## src/hdl/heightmap_region_stats_assert.svh

```systemverilog
// ----------------------------------------------------------------------------
// heightmap region statistics assertion macros
// concurrent assertion shorthands clocked on clock, reset handled inside
// ----------------------------------------------------------------------------
`ifndef HEIGHTMAP_REGION_STATS_ASSERT_SVH
`define HEIGHTMAP_REGION_STATS_ASSERT_SVH

// property checked outside of reset
`define HRS_ASSERT(lbl, prop, msg) \
   lbl: assert property (@(posedge clock) disable iff (reset) prop) else $error(msg);

// property checked at every edge, reset included
`define HRS_ASSERT_ALWAYS(lbl, prop, msg) \
   lbl: assert property (@(posedge clock) prop) else $error(msg);

`endif

```

## src/hdl/hrs_pkg.sv

```systemverilog
// ----------------------------------------------------------------------------
// hrs_pkg
// shared constants, opcodes and control structs of the height grid block
// ----------------------------------------------------------------------------
package hrs_pkg;

   localparam int GRID_SIZE_DEF = 256;
   localparam int HEIGHT_W      = 16;
   localparam int COORD_W       = 16;
   localparam int AREA_W        = 16;
   localparam int VOLUME_W      = 32;

   localparam logic OP_WRITE = 1'b0;
   localparam logic OP_QUERY = 1'b1;

   // grid memory strobes
   typedef struct packed {
      logic wr_en;
      logic rd_en;
   } mem_ctl_type;

   // divider status
   typedef struct packed {
      logic busy;
      logic done;
   } div_stat_type;

   function automatic logic [HEIGHT_W-1:0] min_h(input logic [HEIGHT_W-1:0] a,
                                                 input logic [HEIGHT_W-1:0] b);
      return (a < b) ? a : b;
   endfunction

endpackage

```

## src/hdl/hrs_div.sv

```systemverilog
// ----------------------------------------------------------------------------
// hrs_div
// restoring unsigned divider, one quotient bit per cycle
// ----------------------------------------------------------------------------
module hrs_div #(
   parameter int W = 36
) (
   input  logic                  clock,
   input  logic                  reset,
   input  logic                  start,
   input  logic [W-1:0]          dividend,
   input  logic [W-1:0]          divisor,
   output hrs_pkg::div_stat_type stat,
   output logic [W-1:0]          quotient
);

   localparam int CNT_W = $clog2(W + 1);

   logic [W-1:0]     rem_ff, rem_in;
   logic [W-1:0]     quo_ff, quo_in;
   logic [W-1:0]     den_ff, den_in;
   logic [CNT_W-1:0] cnt_ff, cnt_in;
   logic             done_ff, done_in;
   logic [W:0]       trial;
   logic [W:0]       diff;

   // one shift and subtract step
   assign trial = {rem_ff, quo_ff[W-1]};
   assign diff  = trial - {1'b0, den_ff};

   always_comb begin
      rem_in  = rem_ff;
      quo_in  = quo_ff;
      den_in  = den_ff;
      cnt_in  = cnt_ff;
      done_in = 1'b0;
      if (start) begin
         rem_in = '0;
         quo_in = dividend;
         den_in = divisor;
         cnt_in = CNT_W'(W);
      end else if (cnt_ff != '0) begin
         if (!diff[W]) begin
            rem_in = diff[W-1:0];
            quo_in = {quo_ff[W-2:0], 1'b1};
         end else begin
            rem_in = trial[W-1:0];
            quo_in = {quo_ff[W-2:0], 1'b0};
         end
         cnt_in  = cnt_ff - 1'b1;
         done_in = (cnt_ff == CNT_W'(1));
      end
   end

   always_ff @(posedge clock) begin
      if (reset) begin
         cnt_ff  <= '0;
         done_ff <= 1'b0;
      end else begin
         cnt_ff  <= cnt_in;
         done_ff <= done_in;
      end
   end

   always_ff @(posedge clock) begin
      rem_ff <= rem_in;
      quo_ff <= quo_in;
      den_ff <= den_in;
   end

   assign stat.busy = (cnt_ff != '0);
   assign stat.done = done_ff;
   assign quotient  = quo_ff;

endmodule
```

## config.mk

```make
export PLATFORM = sky130hd
export DESIGN_NAME = hrs_div
export DESIGN_NICKNAME = d
export VERILOG_FILES = /design/src/hdl/heightmap_region_stats_assert.svh /design/src/hdl/hrs_pkg.sv /design/src/hdl/hrs_div.sv
export SDC_FILE = /design/constraint.sdc
export NUM_CORES = 1
export LEC_CHECK = 0
export BUFFER_PORTS_ARGS = -buffer_cell sky130_fd_sc_hd__buf_2
export CORE_MARGIN = 10
export CORE_UTILIZATION = 30
export CTS_CLUSTER_DIAMETER = 30
export DETAILED_ROUTE_END_ITERATION = 16
export GPL_TIMING_DRIVEN = 0
export MAX_ROUTING_LAYER = met4
export PLACE_DENSITY = 0.55
export SLEW_MARGIN = 0
export SYNTH_ARGS = -nofsm -noshare
export SYNTH_HDL_FRONTEND = slang
export SYNTH_SLANG_ARGS = --single-unit
```

## constraint.sdc

```tcl
create_clock -name clock -period 4 [get_ports clock]
set_input_delay 0.8 -clock clock [delete_from_list [all_inputs] [get_ports clock]]
set_output_delay 0.8 -clock clock [all_outputs]
set_load 0.02 [all_outputs]
```

==> results.cfg, run 1 <==
[hold_path]
holdCritPathClass = flop to flop
min_to = rem_ff[1]$_SDFFE_PP0N_
min-delay-start = rem_ff[1]$_SDFFE_PP0N_
hold_path_depth = 2

[critical_path]
crit_path_cell_trace = inv_1 -> ha_1 -> fa_1 -> nand2b_1 -> a21oi_1 -> o21ai_1 -> o21ai_1 -> a31o_2 -> a211oi_4 -> xnor2_4 -> clkbuf_1 -> nand2_1 -> a311oi_1
reg2reg_to = rem_ff[13]$_SDFFE_PP0N_
reg2reg_from = quotient[35]$_DFFE_PP_
path_max_fanout = 10
slowest_delay_ns = 0.44
worst-endpoint-required_ns = 4.32
most_prevalent_standard_cell_on_the_critical_path = sky130_fd_sc_hd__o21ai_1
critPathLaunch = quotient[35]$_DFFE_PP_
r2r_slack_ns = 0.39
cpMaxStageDelayCell = sky130_fd_sc_hd__clkbuf_1
worstSetupPathType = flop to flop
worst_setup_path_end_kind = flop
worst_r2r_path_depth = 13
worst_setup_sp_type = flop
crit_arrival_ns = 3.93

[grt]
grtUsageTotal_pct = 12.4
antenna_violations_before_repair = 1
first_global_vias = 5098
grt_remaining_overflow = 0
grt_start_max_net_pins = 38
grt_pass1_wl_mm = 27.7

[clock_network]
tritoncts = yes
post_cts_buffers = 0
clockRootBuffer = sky130_fd_sc_hd__clkbuf_16
clkSinkCount = 115
ctsLongestPathBuffers = 2
tritoncts.num_buffers = 17
cts-htree-levels = 4
worst_setup_hold_path_clk_slew_ns = 0.06
worst_skew_pair.late_latency_ns = 0.42

[job]
max_cap_violations = 0

[synthesis]
average_cell_area_after_synthesis_um2 = 10.0
synth_cell_type_count = 56
synth_top_cell_area_share_pct = 33.2
synth-main-ff-cell = sky130_fd_sc_hd__edfxtp_1
synth_async_sr_flop_share_pct = 0
synthTopCellsByArea = sky130_fd_sc_hd__edfxtp_1 33%, sky130_fd_sc_hd__dfxtp_1 13%, sky130_fd_sc_hd__ha_1 7.5%
synth-seq-cells = 115
synth.cell_area_um2 = 6520
synth_cells = 650
synth_largest_area_cell = sky130_fd_sc_hd__edfxtp_1
synthesis.yosys.warnings = 0
post_syn_nets = 765
synth-edff-count = 72
yosysSeqAreaShare_pct = 46.4

[sta]
worstMarginPinSlew_ns = 0.880
final_hold_viol_count = 0
achievable-frequency_mhz = 277
fin_crit_share_pct = 90.2
final_max_slew_viol_count = 0
rsz0062_at_grt = no
post-route-min-period_ns = 3.61
timing.final.setup_violations = 0
slew_headroom_pct = 41.3
finClkSkew_ns = 0.00752
post_route_setup_slack_ns = 0.392

[power]
power.density_nw_per_um2 = 741
totalPowerFinal_mw = 5.93
max-vdd-ir-drop_mv = 0.327
leakage_nw = 3.50

[floorplanning]
floorplan.rows = 53
floorplan.die.height_um = 167
boundaryPins = 113
fp.dieW_um = 167
core_area_um2 = 21200
die_area_um2 = 28000
start_util_pct = 30.7

[route]
first_pass_iters = 5
drt_first_iter_violations = 314
antenna_nets_post_route = 0
post_drt_via_cell_ratio = 4.83
route.vias.total = 5169
detail_route.drc_violations = 0
postRouteWirelength_mm = 17.3
wl_per_cell_um = 16.2

[placed_design]
post-dp-hpwl_mm = 12.9
port-buffer-count = 112
pre_cts_worst_setup_slack_ns = 0.179
routabilityCongestion = 0.896

[layout]
layout_common_cells = 117 x sky130_fd_sc_hd__buf_2, 80 x sky130_fd_sc_hd__nand2_1, 72 x sky130_fd_sc_hd__edfxtp_1, 50 x sky130_fd_sc_hd__inv_1, 49 x sky130_fd_sc_hd__a21oi_1
area_growth_syn_to_layout_pct = 22.9
number_of_nets_in_the_final_layout = 896
most_common_library_cell_in_the_layout_ignoring_fill_and_taps = sky130_fd_sc_hd__buf_2
drive_gt1_share_pct = 24.6

[status]
run_status = finished, final reports clean
==> worst max-delay path: cells and delay by family (launching register included) <==
family                     cells  cell delay [ns]
AOI/OAI and AO/OA              6             1.37
and+or+nand+nor                2             0.30
adders and majority gates      2             0.61
xor gates and xnor gates       1             0.36
buffers and inverters          2             0.49
DFF                            1             0.36
==> cells by family after synthesis <==
logic type | count (synthesis) | share of synthesized area, %
compound gates | 166 | 17.5
flops | 115 | 46.4
mux | 37 | 6.35
fa+ha+maj | 40 | 7.79
xor+xnor | 36 | 5.07
buf+inv | 78 | 4.65
simple gates | 178 | 12.3
==> through the flow <==
step / area, µm² / utilization [%] / hold slack (ns) / setup TNS [ns] / std cells
finish: 8010 / 37.7 / 0.491 / 0 / 1070
global route: 8010 / 37.7 / 0.516 / 0 / 1070
CTS: 7990 / 37.7 / 0.489 / 0 / 1069
detailed placement: 7420 / 35.0 / 0.477 / 0 / 1037
global placement: 7420 / 35.0 / 0.480 / -1.02 / 1037
floorplan: 6520 / - / 0.442 / 0 / 650
==> power by group <==
| group | total, mW | internal (mW) | switching, mW |
|---|---|---|---|
| Combinational | 2.68 | 1.05 | 1.62 |
| Clock | 1.47 | 0.910 | 0.557 |
| Sequential | 1.79 | 1.57 | 0.218 |
| Total | 5.93 | 3.53 | 2.40 |
==> registers in the layout, summed over array words and instances, names as in the netlist <==
signal    cells
cnt_ff        6
done_ff       1
den_ff       36
rem_ff       36
quotient     36
==> Yosys cell counts, types with 5 or more instances <==
library cell               count
sky130_fd_sc_hd__nor2_1       38
sky130_fd_sc_hd__nor2b_1       5
sky130_fd_sc_hd__xnor2_1      15
sky130_fd_sc_hd__a21oi_1      49
sky130_fd_sc_hd__buf_2         5
sky130_fd_sc_hd__nand2_1      81
sky130_fd_sc_hd__o21ai_1       8
sky130_fd_sc_hd__a311oi_1     25
sky130_fd_sc_hd__ha_1         39
sky130_fd_sc_hd__a21o_1       13
sky130_fd_sc_hd__xor2_1       19
sky130_fd_sc_hd__edfxtp_1     72
sky130_fd_sc_hd__and3_1        6
sky130_fd_sc_hd__clkbuf_1     21
sky130_fd_sc_hd__o21ai_0      20
sky130_fd_sc_hd__o211ai_1      5
sky130_fd_sc_hd__or3_1         5
sky130_fd_sc_hd__nand2b_1      6
sky130_fd_sc_hd__o211a_1       8
sky130_fd_sc_hd__nand3_1      12
sky130_fd_sc_hd__nor3_1        9
sky130_fd_sc_hd__dfxtp_1      43
sky130_fd_sc_hd__and2_1        5
sky130_fd_sc_hd__inv_1        50
sky130_fd_sc_hd__mux2_2       35
==> routing by layer <==
| layer | part of all wire [%] | GRT usage, % | up-vias |
|---|---|---|---|
| met5 | 0 | - | - |
| met4 | 1.8 | 4.43 | 0 |
| met3 | 3.0 | 2.53 | 19 |
| met2 | 49 | 19.8 | 99 |
| met1 | 46 | 15.3 | 2413 |
| li1 | - | - | 2638 |
==> how the worst max path moves through the flow <==
stage                                   end  slack (ns)  cells past startpoint
floorplan           rem_ff[29]$_SDFFE_PP0N_        0.92                     13
global placement     quotient[26]$_DFFE_PP_       -0.03                      5
detailed placement  rem_ff[30]$_SDFFE_PP0N_        0.18                     13
CTS                 rem_ff[30]$_SDFFE_PP0N_        0.16                     13
global route        rem_ff[28]$_SDFFE_PP0N_        0.06                     13
finish              rem_ff[13]$_SDFFE_PP0N_        0.39                     13
==> what timing repair did <==
action / CTS / global route
endpoints found under the setup margin: 0 / 20
gates resized for setup: 0 / 3
hold buffers: 0 / 0
==> layout make-up <==
type | instances | area [µm²]
inverter | 51 | 191
buffer | 27 | 113
multi-input combinational | 457 | 3210
tap | 275 | 344
sequential | 115 | 3020
timing repair buffer | 112 | 561
clock buffer | 18 | 429
antenna | 1 | 2.50
clock inverter | 14 | 139
fill | 2179 | 13200
Note: power is estimated with default switching activity, not from simulation.
==> run 2: changes to the inputs <==
Settings changed: REMOVE_ABC_BUFFERS set to 1.
==> results.cfg, run 2 (synthesis results as in run 1) <==
[status]
run_status = finished, final reports clean

[critical_path]
most_prevalent_standard_cell_on_the_critical_path = sky130_fd_sc_hd__o21ai_1
worstSetupPathType = flop to flop
worst-endpoint-required_ns = 4.32
crit_arrival_ns = 4.00
path_max_fanout = 13
r2r_slack_ns = 0.33
reg2reg_to = rem_ff[25]$_SDFFE_PP0N_
slowest_delay_ns = 0.65
cp.buffers_inverters = 2
crit_cells = 13
worst_r2r_path_depth = 13
worst_setup_path_end_kind = flop
cpMaxStageDelayCell = sky130_fd_sc_hd__xnor2_2
path_delay_family = compound AO/OA/AOI/OAI gates
crit_path_cell_trace = inv_1 -> ha_1 -> fa_1 -> nand2b_1 -> a21oi_1 -> o21ai_1 -> o21ai_1 -> a31o_2 -> a211oi_4 -> buf_4 -> xnor2_2 -> nand2_1 -> a311oi_1
critPathLaunch = quotient[35]$_DFFE_PP_
reg2reg_from = quotient[35]$_DFFE_PP_
worst_setup_sp_type = flop

[layout]
drive_gt1_share_pct = 25.7
most_common_library_cell_in_the_layout_ignoring_fill_and_taps = sky130_fd_sc_hd__buf_2
number_of_nets_in_the_final_layout = 876
layout_common_cells = 111 x sky130_fd_sc_hd__buf_2, 80 x sky130_fd_sc_hd__nand2_1, 72 x sky130_fd_sc_hd__edfxtp_1, 50 x sky130_fd_sc_hd__inv_1, 49 x sky130_fd_sc_hd__a21oi_1
area.sequential_um2 = 3020
multi_input_area_um2 = 3240
filler_cell_count = 2108
area_growth_syn_to_layout_pct = 23.3

[grt]
grtUsageTotal_pct = 11.7
grt_remaining_overflow = 0
first_global_vias = 5246
antenna_violations_before_repair = 1
grt_start_max_net_pins = 70
grt_pass1_wl_mm = 26.5

[power]
sw_frac_of_total_pct = 40.5
comb_power_share_pct = 45.4
leakage_nw = 3.52
power.density_nw_per_um2 = 743
power.share.clock_pct = 24.9
max-vdd-ir-drop_mv = 0.369
p_int_mw = 3.55
share_seq_of_total_power_pct = 29.8
totalPowerFinal_mw = 5.97
switchingPower_mw = 2.42

[sta]
fin_crit_share_pct = 91.8
worstMarginPinSlew_ns = 0.863
rsz0062_at_grt = no
timing.final.setup_violations = 0
finalHoldWorstSlack_ns = 0.479
slew_headroom_pct = 42.3
final_max_slew_viol_count = 0
post-route-min-period_ns = 3.67
post_route_setup_slack_ns = 0.328
final_hold_viol_count = 0
achievable-frequency_mhz = 272
finClkSkew_ns = 0.0102

[hold_path]
holdCritPathClass = flop to flop
min_to = rem_ff[1]$_SDFFE_PP0N_
min-delay-start = rem_ff[1]$_SDFFE_PP0N_
hold_path_depth = 2

[clock_network]
clockRootBuffer = sky130_fd_sc_hd__clkbuf_16
ctsLongestPathBuffers = 2
clkSinkCount = 115
tritoncts = yes
cts-htree-levels = 4
worst_setup_hold_path_clk_slew_ns = 0.06
worst_skew_pair.late_latency_ns = 0.42
cts_hold_repair.buffers = 0
tritoncts.num_buffers = 17

[floorplanning]
core_area_um2 = 21200
floorplan.die.height_um = 167
die_area_um2 = 28000
floorplan.rows = 53
fp.dieW_um = 167
start_util_pct = 30.7
boundaryPins = 113

[placed_design]
port-buffer-count = 112
routabilityCongestion = 0.827
pre_cts_worst_setup_slack_ns = 0.208
post-dp-hpwl_mm = 11.4

[route]
post_drt_via_cell_ratio = 4.87
route.vias.total = 5109
detail_route.drc_violations = 0
first_pass_iters = 4
antenna_nets_post_route = 0
wl_per_cell_um = 15.5
drt_first_iter_violations = 200
postRouteWirelength_mm = 16.2

[job]
max_cap_violations = 0
run 2: worst reg2reg max path, delay by kind of cell (launching register included):
kind | cells | cell delay (ns)
and+or+nand+nor | 2 | 0.33
xor gates and xnor gates | 1 | 0.66
buffers and inverters | 2 | 0.26
AOI/OAI and AO/OA | 6 | 1.35
DFF | 1 | 0.38
adders and majority gates | 2 | 0.61
run 2: cell type report:
class / instances / area share [%]
antenna: 1 / 0.0311
timing repair buffer: 118 / 8.11
multi-input combinational: 458 / 40.4
inverter: 51 / 2.44
clock buffer: 17 / 5.29
tap: 275 / 4.28
sequential: 115 / 37.6
clock inverter: 15 / 1.84
run 2: routing by layer:
layer	GRT usage [%]	share of wire (%)	routed length (µm)
met5	-	0	0
met4	3.29	1.1	175
met3	4.19	6.3	1030
met2	17.2	43	6990
met1	14.7	50	8040
run 2: repair_timing:
item | 4_1_cts | 5_1_grt
pin swaps | 0 | 2
resized for setup | 1 | 1
gates cloned | 0 | 1
setup endpoints to repair | 1 | 7
setup buffers | 0 | 3
run 2: stage by stage:
stage / setup TNS, ns / instance area (µm²) / std cells / util, %
2_1_floorplan: -4.72 / 6410 / 623 / -
3_3_place_gp: -163.11 / 7310 / 1010 / 34.5
3_5_place_dp: 0 / 7410 / 1013 / 34.9
4_1_cts: 0 / 7990 / 1045 / 37.6
5_1_grt: 0 / 8040 / 1050 / 37.9
6_report: 0 / 8040 / 1050 / 37.9
run 2: worst max path at each step:
stage	slack, ns	to
after floorplan	-0.37	rem_ff[20]$_SDFFE_PP0N_
final	0.33	rem_ff[25]$_SDFFE_PP0N_
after detailed placement	0.21	rem_ff[20]$_SDFFE_PP0N_
after global placement	-3.19	stat[1]
after global routing	0.02	rem_ff[12]$_SDFFE_PP0N_
after CTS	0.09	stat[1]
run 2: power by group through the flow:
stage / clock, mW / combinational [mW] / sequential (mW)
final: 1.48 / 2.71 / 1.78
after global routing: 1.58 / 3.05 / 1.82
after CTS: 1.53 / 2.67 / 1.77
after detailed placement: 0 / 2.64 / 1.79
after global placement: 0 / 2.56 / 1.79
after floorplan: 0 / 1.85 / 1.84
